File: config.mk
export PLATFORM = sky130hd
export DESIGN_NAME = chroma_422_four_tap_upsample_top
export DESIGN_NICKNAME = d
export VERILOG_FILES = /design/src/rtl/c422_pkg.sv /design/src/rtl/chroma_422_four_tap_upsample_top.sv /design/src/rtl/c422_mac_cell.sv /design/src/rtl/c422_pair_gen.sv
export SDC_FILE = /design/constraint.sdc
export NUM_CORES = 1
export LEC_CHECK = 0
export BUFFER_PORTS_ARGS = -buffer_cell sky130_fd_sc_hd__buf_2
export CAP_MARGIN = 15
export CORE_ASPECT_RATIO = 1.25
export CORE_UTILIZATION = 55
export CTS_CLUSTER_SIZE = 10
export DETAILED_ROUTE_END_ITERATION = 8
export PLACE_DENSITY = 0.78
export SYNTH_ARGS = -nofsm -noshare
export SYNTH_HDL_FRONTEND = slang
export SYNTH_HIERARCHICAL = 1
export SYNTH_SLANG_ARGS = --single-unit
export TNS_END_PERCENT = 20
File: constraint.sdc
create_clock -name aclk -period 28.6 [get_ports aclk]
set_clock_uncertainty 0.15 [all_clocks]
set_input_delay 2.86 -clock aclk [delete_from_list [all_inputs] [get_ports aclk]]
set_output_delay 2.86 -clock aclk [all_outputs]
set_load 0.01 [all_outputs]
File: src/rtl/c422_pkg.sv
// c422_pkg: shared constants and types for the 4:2:2 to 4:4:4 chroma upsampler.
// Used by c422_pair_gen, c422_mac_cell and chroma_422_four_tap_upsample_top.
// No dependencies.
package c422_pkg;

    localparam int C422_DATA_W    = 8;
    localparam int C422_TAP_W     = 8;
    localparam int C422_NUM_TAPS  = 4;
    localparam int C422_PSUM_W    = 19;
    localparam int C422_REC_DEPTH = 4;
    localparam int C422_ROUND     = 64;
    localparam int C422_SHIFT     = 7;
    localparam logic [C422_DATA_W-1:0] C422_MAX_VAL = 8'hFF;

    // register map, index = paddr[3:2]
    localparam logic [1:0] REG_TAP_FAR_LEFT   = 2'd0;
    localparam logic [1:0] REG_TAP_CENTER     = 2'd1;
    localparam logic [1:0] REG_TAP_NEAR_RIGHT = 2'd2;
    localparam logic [1:0] REG_TAP_FAR_RIGHT  = 2'd3;

    localparam logic [C422_TAP_W-1:0] TAP_FAR_LEFT_RST   = 8'hF7; // -9
    localparam logic [C422_TAP_W-1:0] TAP_CENTER_RST     = 8'h6F; // 111
    localparam logic [C422_TAP_W-1:0] TAP_NEAR_RIGHT_RST = 8'h1D; // 29
    localparam logic [C422_TAP_W-1:0] TAP_FAR_RIGHT_RST  = 8'hFD; // -3

    // samples already taken in the current row, saturating
    localparam logic [1:0] POS_START = 2'd0;
    localparam logic [1:0] POS_ONE   = 2'd1;
    localparam logic [1:0] POS_TWO   = 2'd2;
    localparam logic [1:0] POS_FULL  = 2'd3;

    typedef logic [C422_DATA_W-1:0] sample_t;

    // ops[0] weighs with the far-left tap, ops[3] with the far-right tap
    typedef struct packed {
        sample_t [C422_NUM_TAPS-1:0] ops;
        sample_t                     even;
        logic                        last;
    } job_t;

    // one queued input sample with the history seen before it
    typedef struct packed {
        sample_t    x;
        sample_t    s1;
        sample_t    s2;
        sample_t    s3;
        logic [1:0] pos;
        logic       row_end;
    } rec_t;

endpackage

File: src/rtl/chroma_422_four_tap_upsample_top.sv
// chroma_422_four_tap_upsample_top: 4:2:2 to 4:4:4 chroma upsampler, four-tap filter.
// Channels and reset:
//   channel  | direction | payload                               | handshake
//   ---------+-----------+---------------------------------------+---------------
//   s_       | in        | chroma_sample[7:0], row_end           | s_valid/s_ready
//   m_       | out       | even_value[7:0], odd_value[7:0], row_last | m_valid/m_ready
//   apb      | cfg       | four 8-bit signed taps at 0x0..0xC    | psel/penable
// One sample per cycle sustained while s_ready and m_ready hold. m_valid rises once the
// job of a queued pair's record has passed four MAC cells and the output register; the
// further pairs of a row-end record follow one per cycle while m_ready holds.
// A row-end sample yields up to three pairs, drained from a REC_DEPTH-entry record queue
// one per cycle while the chain advances; s_ready drops only while that queue is full.
// m_ready low while m_valid is high freezes the whole cell chain. Reset restores the
// default taps and clears the row history; no memory clearing pass.
// Depends on c422_pkg, c422_pair_gen, c422_mac_cell.
module chroma_422_four_tap_upsample_top #(
    parameter int REC_DEPTH = c422_pkg::C422_REC_DEPTH
) (
    input  logic              aclk,
    input  logic              aresetn,
    input  logic              psel,
    input  logic              penable,
    input  logic              pwrite,
    input  logic [3:0]        paddr,
    input  logic [31:0]       pwdata,
    output logic [31:0]       prdata,
    output logic              pready,
    input  logic              s_valid,
    output logic              s_ready,
    input  c422_pkg::sample_t s_chroma_sample,
    input  logic              s_row_end,
    output logic              m_valid,
    input  logic              m_ready,
    output c422_pkg::sample_t m_even_value,
    output c422_pkg::sample_t m_odd_value,
    output logic              m_row_last
);
    import c422_pkg::*;

    logic [C422_NUM_TAPS-1:0][C422_TAP_W-1:0] tap_reg;
    logic [1:0]                               reg_idx;

    logic                          advance;
    logic [C422_NUM_TAPS:0]        valid_chain;
    job_t                          job_chain  [C422_NUM_TAPS+1];
    logic signed [C422_PSUM_W-1:0] psum_chain [C422_NUM_TAPS+1];

    logic signed [C422_PSUM_W-1:0] rounded;
    sample_t                       odd_next;

    logic    m_valid_reg;
    sample_t m_even_reg, m_odd_reg;
    logic    m_last_reg;

    // configuration
    assign pready  = 1'b1;
    assign reg_idx = paddr[3:2];
    assign prdata  = 32'(signed'(tap_reg[reg_idx]));

    always_ff @(posedge aclk) begin
        if (!aresetn) begin
            tap_reg[REG_TAP_FAR_LEFT]   <= TAP_FAR_LEFT_RST;
            tap_reg[REG_TAP_CENTER]     <= TAP_CENTER_RST;
            tap_reg[REG_TAP_NEAR_RIGHT] <= TAP_NEAR_RIGHT_RST;
            tap_reg[REG_TAP_FAR_RIGHT]  <= TAP_FAR_RIGHT_RST;
        end else if (psel && penable && pwrite && pready) begin
            tap_reg[reg_idx] <= pwdata[C422_TAP_W-1:0];
        end
    end

    // whole datapath moves together; output register free or being drained
    assign advance = !m_valid_reg || m_ready;

    c422_pair_gen #(
        .REC_DEPTH (REC_DEPTH)
    ) u_pair_gen (
        .aclk       (aclk),
        .aresetn    (aresetn),
        .in_valid   (s_valid),
        .in_ready   (s_ready),
        .in_sample  (s_chroma_sample),
        .in_row_end (s_row_end),
        .advance    (advance),
        .job_valid  (valid_chain[0]),
        .job        (job_chain[0])
    );

    assign psum_chain[0] = '0;

    for (genvar gi = 0; gi < C422_NUM_TAPS; gi++) begin : g_cell
        c422_mac_cell #(
            .TAP_IDX (gi)
        ) u_cell (
            .aclk      (aclk),
            .aresetn   (aresetn),
            .advance   (advance),
            .in_valid  (valid_chain[gi]),
            .in_job    (job_chain[gi]),
            .in_psum   (psum_chain[gi]),
            .tap       ($signed(tap_reg[gi])),
            .out_valid (valid_chain[gi+1]),
            .out_job   (job_chain[gi+1]),
            .out_psum  (psum_chain[gi+1])
        );
    end

    // round, shift, clamp to 0..255
    assign rounded = psum_chain[C422_NUM_TAPS] + C422_PSUM_W'(C422_ROUND);

    always_comb begin
        if (rounded[C422_PSUM_W-1]) begin
            odd_next = '0;
        end else if (|rounded[C422_PSUM_W-2:C422_SHIFT+C422_DATA_W]) begin
            odd_next = C422_MAX_VAL;
        end else begin
            odd_next = rounded[C422_SHIFT+C422_DATA_W-1:C422_SHIFT];
        end
    end

    always_ff @(posedge aclk) begin
        if (!aresetn) begin
            m_valid_reg <= 1'b0;
        end else if (advance) begin
            m_valid_reg <= valid_chain[C422_NUM_TAPS];
        end
    end

    always_ff @(posedge aclk) begin
        if (advance) begin
            m_even_reg <= job_chain[C422_NUM_TAPS].even;
            m_odd_reg  <= odd_next;
            m_last_reg <= job_chain[C422_NUM_TAPS].last;
        end
    end

    assign m_valid      = m_valid_reg;
    assign m_even_value = m_even_reg;
    assign m_odd_value  = m_odd_reg;
    assign m_row_last   = m_last_reg;

    a_chain_hold: assert property (@(posedge aclk) disable iff (!aresetn)
        (m_valid_reg && !m_ready) |=> $stable(valid_chain[C422_NUM_TAPS:1]))
        else $error("cell chain moved during output stall");

endmodule

File: src/rtl/c422_mac_cell.sv
// c422_mac_cell: one multiply-accumulate cell of the filter chain.
// Adds tap * ops[TAP_IDX] to the running sum and hands the job to the next cell.
// Depends on c422_pkg.
module c422_mac_cell #(
    parameter int TAP_IDX = 0
) (
    input  logic                                    aclk,
    input  logic                                    aresetn,
    input  logic                                    advance,
    input  logic                                    in_valid,
    input  c422_pkg::job_t                          in_job,
    input  logic signed [c422_pkg::C422_PSUM_W-1:0] in_psum,
    input  logic signed [c422_pkg::C422_TAP_W-1:0]  tap,
    output logic                                    out_valid,
    output c422_pkg::job_t                          out_job,
    output logic signed [c422_pkg::C422_PSUM_W-1:0] out_psum
);
    import c422_pkg::*;

    localparam int PROD_W = C422_TAP_W + C422_DATA_W + 1;

    logic                            valid_reg;
    job_t                            job_reg;
    logic signed [C422_PSUM_W-1:0]   psum_reg;
    logic signed [C422_PSUM_W-1:0]   psum_next;
    logic signed [PROD_W-1:0]        prod;

    assign prod      = tap * $signed({1'b0, in_job.ops[TAP_IDX]});
    assign psum_next = in_psum + C422_PSUM_W'(prod);

    always_ff @(posedge aclk) begin
        if (!aresetn) begin
            valid_reg <= 1'b0;
        end else if (advance) begin
            valid_reg <= in_valid;
        end
    end

    always_ff @(posedge aclk) begin
        if (advance) begin
            job_reg  <= in_job;
            psum_reg <= psum_next;
        end
    end

    assign out_valid = valid_reg;
    assign out_job   = job_reg;
    assign out_psum  = psum_reg;

endmodule

File: src/rtl/c422_pair_gen.sv
// c422_pair_gen: sample history, record queue and pair expansion.
// Turns each input sample into zero to three filter jobs, one job per cycle while advance is high.
// Depends on c422_pkg.
module c422_pair_gen #(
    parameter int REC_DEPTH = c422_pkg::C422_REC_DEPTH
) (
    input  logic              aclk,
    input  logic              aresetn,
    input  logic              in_valid,
    output logic              in_ready,
    input  c422_pkg::sample_t in_sample,
    input  logic              in_row_end,
    input  logic              advance,
    output logic              job_valid,
    output c422_pkg::job_t    job
);
    import c422_pkg::*;

    localparam int PTR_W = (REC_DEPTH > 1) ? $clog2(REC_DEPTH) : 1;
    localparam int CNT_W = $clog2(REC_DEPTH + 1);
    localparam logic [PTR_W-1:0] PTR_LAST = PTR_W'(REC_DEPTH - 1);
    localparam logic [CNT_W-1:0] CNT_FULL = CNT_W'(REC_DEPTH);

    sample_t          s1_reg, s2_reg, s3_reg;
    logic [1:0]       pos_reg;
    rec_t             fifo_mem [REC_DEPTH];
    logic [PTR_W-1:0] wr_ptr_reg, rd_ptr_reg;
    logic [CNT_W-1:0] fill_reg;
    logic [1:0]       idx_reg;

    logic       accept, push, pop, head_valid;
    rec_t       rec_in, head;
    logic [1:0] last_idx;
    sample_t    s3_eff;

    assign in_ready   = (fill_reg != CNT_FULL);
    assign accept     = in_valid && in_ready;
    // the first two samples of a row, unless one ends the row, only fill the history
    assign push       = accept && (in_row_end || pos_reg[1]);
    assign head_valid = (fill_reg != '0);
    assign head       = fifo_mem[rd_ptr_reg];

    always_comb begin
        rec_in.x       = in_sample;
        rec_in.s1      = s1_reg;
        rec_in.s2      = s2_reg;
        rec_in.s3      = s3_reg;
        rec_in.pos     = pos_reg;
        rec_in.row_end = in_row_end;
    end

    // history chain
    always_ff @(posedge aclk) begin
        if (!aresetn) begin
            s1_reg  <= '0;
            s2_reg  <= '0;
            s3_reg  <= '0;
            pos_reg <= POS_START;
        end else if (accept) begin
            if (in_row_end) begin
                s1_reg  <= '0;
                s2_reg  <= '0;
                s3_reg  <= '0;
                pos_reg <= POS_START;
            end else begin
                s1_reg  <= in_sample;
                s2_reg  <= s1_reg;
                s3_reg  <= s2_reg;
                pos_reg <= (pos_reg == POS_FULL) ? POS_FULL : pos_reg + 2'd1;
            end
        end
    end

    always_ff @(posedge aclk) begin
        if (push) begin
            fifo_mem[wr_ptr_reg] <= rec_in;
        end
    end

    always_comb begin
        if (!head.row_end) begin
            last_idx = 2'd0;
        end else begin
            unique case (head.pos)
                POS_START: last_idx = 2'd0;
                POS_ONE:   last_idx = 2'd1;
                default:   last_idx = 2'd2;
            endcase
        end
    end

    assign pop = advance && head_valid && (idx_reg == last_idx);

    always_ff @(posedge aclk) begin
        if (!aresetn) begin
            wr_ptr_reg <= '0;
            rd_ptr_reg <= '0;
            fill_reg   <= '0;
            idx_reg    <= '0;
        end else begin
            if (push) begin
                wr_ptr_reg <= (wr_ptr_reg == PTR_LAST) ? '0 : wr_ptr_reg + 1'b1;
            end
            if (pop) begin
                rd_ptr_reg <= (rd_ptr_reg == PTR_LAST) ? '0 : rd_ptr_reg + 1'b1;
            end
            if (push && !pop) begin
                fill_reg <= fill_reg + 1'b1;
            end else if (pop && !push) begin
                fill_reg <= fill_reg - 1'b1;
            end
            if (advance && head_valid) begin
                idx_reg <= pop ? 2'd0 : idx_reg + 2'd1;
            end
        end
    end

    // left neighbor of s2 is clamped to s2 when s2 opened the row
    assign s3_eff = (head.pos == POS_FULL) ? head.s3 : head.s2;

    always_comb begin
        job.last = head.row_end && (idx_reg == last_idx);
        priority if (!head.row_end || (idx_reg == 2'd0 && head.pos[1])) begin
            job.ops  = {head.x, head.s1, head.s2, s3_eff};
            job.even = head.s2;
        end else if (head.pos == POS_START) begin
            // one-sample row
            job.ops  = {head.x, head.x, head.x, head.x};
            job.even = head.x;
        end else if (head.pos == POS_ONE) begin
            job.ops  = {head.x, head.x, head.s1, head.s1};
            job.even = (idx_reg == 2'd0) ? head.s1 : head.x;
        end else begin
            // shifted rule for the last two positions of the row
            job.ops  = {head.x, head.x, head.s1, head.s2};
            job.even = (idx_reg == 2'd1) ? head.s1 : head.x;
        end
    end

    assign job_valid = head_valid;

    a_fill_bound: assert property (@(posedge aclk) disable iff (!aresetn)
        fill_reg <= CNT_FULL)
        else $error("record queue overfilled");

    a_idx_bound: assert property (@(posedge aclk) disable iff (!aresetn)
        head_valid |-> (idx_reg <= last_idx))
        else $error("pair index past last pair of record");

    a_fill_push: assert property (@(posedge aclk) disable iff (!aresetn)
        (push && !pop) |=> (fill_reg == $past(fill_reg) + 1'b1))
        else $error("record queue count lost a push");

endmodule
==> results <==
- The maximum buffer depth of the clock tree is 3.
- The count of final hold-check violations is 0.
- The final RePlAce weighted congestion is 0.886.
- The remaining max-slew budget at the tightest pin is 18.3%.
- The number of global-route vias before repair is 17,100.
- The critical path ends at g_cell[0].u_cell/out_psum[16]$_DFFE_PP_.
- The final cycle utilization of the critical path is 30.7%.
- For this run, the number of Yosys warnings is 6.
- The worst register-to-register path has a depth of 20.
- The max-slew violation count is 0.
- The number of hold buffers added after CTS was 0.
- In the final layout, the multi-input gates occupy 0.0136 sq mm.
- Counting flops per register, the top entry is u_pair_gen/fifo_mem.
- Averaged over all synthesized cells, the footprint is 11.8 sq um.
- Global routing finished with a remaining overflow of 0.
- Once the clock tree was built, the resizer swapped 0 gates to a different size.
- The number of I/O port buffers is 76.
- The share of cells above drive strength 1 is 9.49%.
- STA classifies the critical path startpoint as a flop.
- For this run, the post-layout net count is 2,781.
- Along the worst path, the maximum fanout reaches 41.
- The flop-to-flop setup slack is 19.83 ns.
- From left edge to right edge, the die measures 196 um.
- Counting the buffers created by CTS gives 45.
- The required time at the worst-slack endpoint is 28.76 ns.
- In the final routed layout, each cell accounts on average for 17.5 um.
- The buffers inserted during post-CTS setup optimization is 0.
- The area of the die is 0.0481 sq mm.
- The area inside the core boundary is 0.0464 sq mm.
- The count of vias placed by the detailed router is 16,300.
- The register with the most flip-flops in the layout has 140 of them.
- By startpoint and endpoint, the worst setup path is classified as reg2reg.
- The mapped netlist covers 0.0260 sq mm.
- Synthesis produced 2,203 cells.
- The library cell used as clock root buffer is clkbuf_16.
- Derived from the worst setup path, the maximum achievable clock frequency is 114 MHz.
- The CTS H-tree depth is 2.
- The pin count of the biggest net entering global routing is 87.
- The area of all sequential standard cells is 0.0108 sq mm.
- The number of antenna violations at the first check in global routing is 0.
- The time the final worst path needs with I/O delays and setup is 8.77 ns.
- Setup repair after global routing left no endpoint under its margin.
- The total of max-cap violations is 0.
- Data on the critical path arrives at its endpoint at 8.93 ns.
- The first-pass GRT wire length is 84.9 mm.
- The placed wire-length estimate after detailed placement is 37.9 mm.
- Counting the fill cells in the layout gives 3,582.
- The final layout contains routed wiring with a total length of 51.5 mm.
- 104 I/O pins were placed.
- TritonCTS built the clock tree.
- The first detailed-routing pass took 8 iterations.
- The endpoint identified for the worst register-to-register timing path is g_cell[0].u_cell/out_psum[16]$_DFFE_PP_.
- The flow ran to the end, and the final reports show no timing, DRC or antenna violations.
- Clock tree synthesis found a total of 385 sinks.
- The worst hold path belongs to the class reg2reg.
- The detailed-route vias per instance is 5.52.
- The sum of negative setup slack is 0 ns.
- Setup violations remaining at the end of the flow were counted as 0.
- The later-pin clock latency in the skew report is 0.56 ns.
- For this configuration, the core starts out at a cell density of 56.1%.
- From synthesis to final layout, the design area changed by 8.85%.
- The detail route stage leaves a number of antenna-violating nets equal to 0.
- Row generation in the floorplan step produced 88 rows.
- Clock-pin slew was measured on the worst setup and hold paths at 0.06 ns.
- The detailed router's first-iteration violation count is 1,124.
- The die is 245 um tall.
- The slew at the pin closest to its max-slew limit is 1.21 ns.
- The residual DRC count is 0.
- STA classifies the critical path endpoint as a flop.
- The overall fraction of global-route tracks in use is 22.3%.
==> cells in the final DEF, fill, tap and decap left out, types with 43 or more instances in the layout <==
cell type    n
and2_1     122
mux2i_1     45
ha_1       233
inv_1      338
a21oi_1     79
nand2_1    260
xnor2_1     51
clkbuf_16   45
fa_1       205
edfxtp_1   311
buf_2       76
mux4_2      43
nor2_1      52
dfxtp_1     73
==> routing by layer <==
metal,GRT usage (%),share of wire (%),wire length (um)
met4,10.2,4.1,2130
met5,0,0,0
met2,41.1,53,27000
met3,3.33,5.2,2700
met1,25.3,38,19600
==> critical path, cell delays in order (launching register included) <==
cell,delay [ns]
dfxtp_2,0.31
buf_4,0.59
mux4_2,0.83
a21boi_2,0.23
buf_4,0.40
nand2b_1,0.61
mux2i_1,0.15
o21ai_0,0.96
nand2b_1,0.25
fa_1,0.44
fa_1,0.55
inv_1,0.06
fa_1,0.50
fa_1,0.57
fa_1,0.42
ha_1,0.32
o21a_1,0.18
o31a_1,0.12
o41ai_1,0.50
a32oi_1,0.19
o21a_1,0.14
==> metrics by stage <==
| step | hold slack (ns) | setup WS (ns) | cells | util, % | instance area, sq um |
|---|---|---|---|---|---|
| 2_1_floorplan | 0.250 | 19.09 | 2221 | - | 26100 |
| 6_report | 0.262 | 19.83 | 2949 | 61.0 | 28300 |
| 3_3_place_gp | 0.252 | 19.97 | 2873 | 58.2 | 27000 |
| 5_1_grt | 0.269 | 19.52 | 2948 | 61.0 | 28300 |
| 4_1_cts | 0.263 | 19.88 | 2947 | 61.0 | 28300 |
| 3_5_place_dp | 0.255 | 19.90 | 2873 | 58.2 | 27000 |
==> cell type report <==
cell class | count | area share, %
Antenna cell | 1 | 0.00884
Clock buffer | 69 | 4.30
Clock inverter | 5 | 0.371
Inverter | 338 | 4.48
Multi-Input combinational cell | 1430 | 48.1
Sequential cell | 385 | 38.2
Tap cell | 630 | 2.79
Timing Repair Buffer | 91 | 1.74
==> worst min path at each step <==
stage                                                 from                                     end  slack [ns]  depth (start not counted)
finish              g_cell[0].u_cell/out_job[33]$_DFFE_PP_  g_cell[1].u_cell/out_job[33]$_DFFE_PP_        0.26                          0
global route         g_cell[1].u_cell/out_job[1]$_DFFE_PP_   g_cell[2].u_cell/out_job[1]$_DFFE_PP_        0.27                          0
CTS                 g_cell[0].u_cell/out_job[33]$_DFFE_PP_  g_cell[1].u_cell/out_job[33]$_DFFE_PP_        0.26                          0
detailed placement  g_cell[0].u_cell/out_job[33]$_DFFE_PP_  g_cell[1].u_cell/out_job[33]$_DFFE_PP_        0.25                          0
global placement    g_cell[0].u_cell/out_job[32]$_DFFE_PP_  g_cell[1].u_cell/out_job[32]$_DFFE_PP_        0.25                          0
floorplan            g_cell[0].u_cell/out_job[0]$_DFFE_PP_   g_cell[1].u_cell/out_job[0]$_DFFE_PP_        0.25                          0
Power is not shown: default switching activity piles up to over one toggle a cycle in this logic, so the estimate is an artifact.
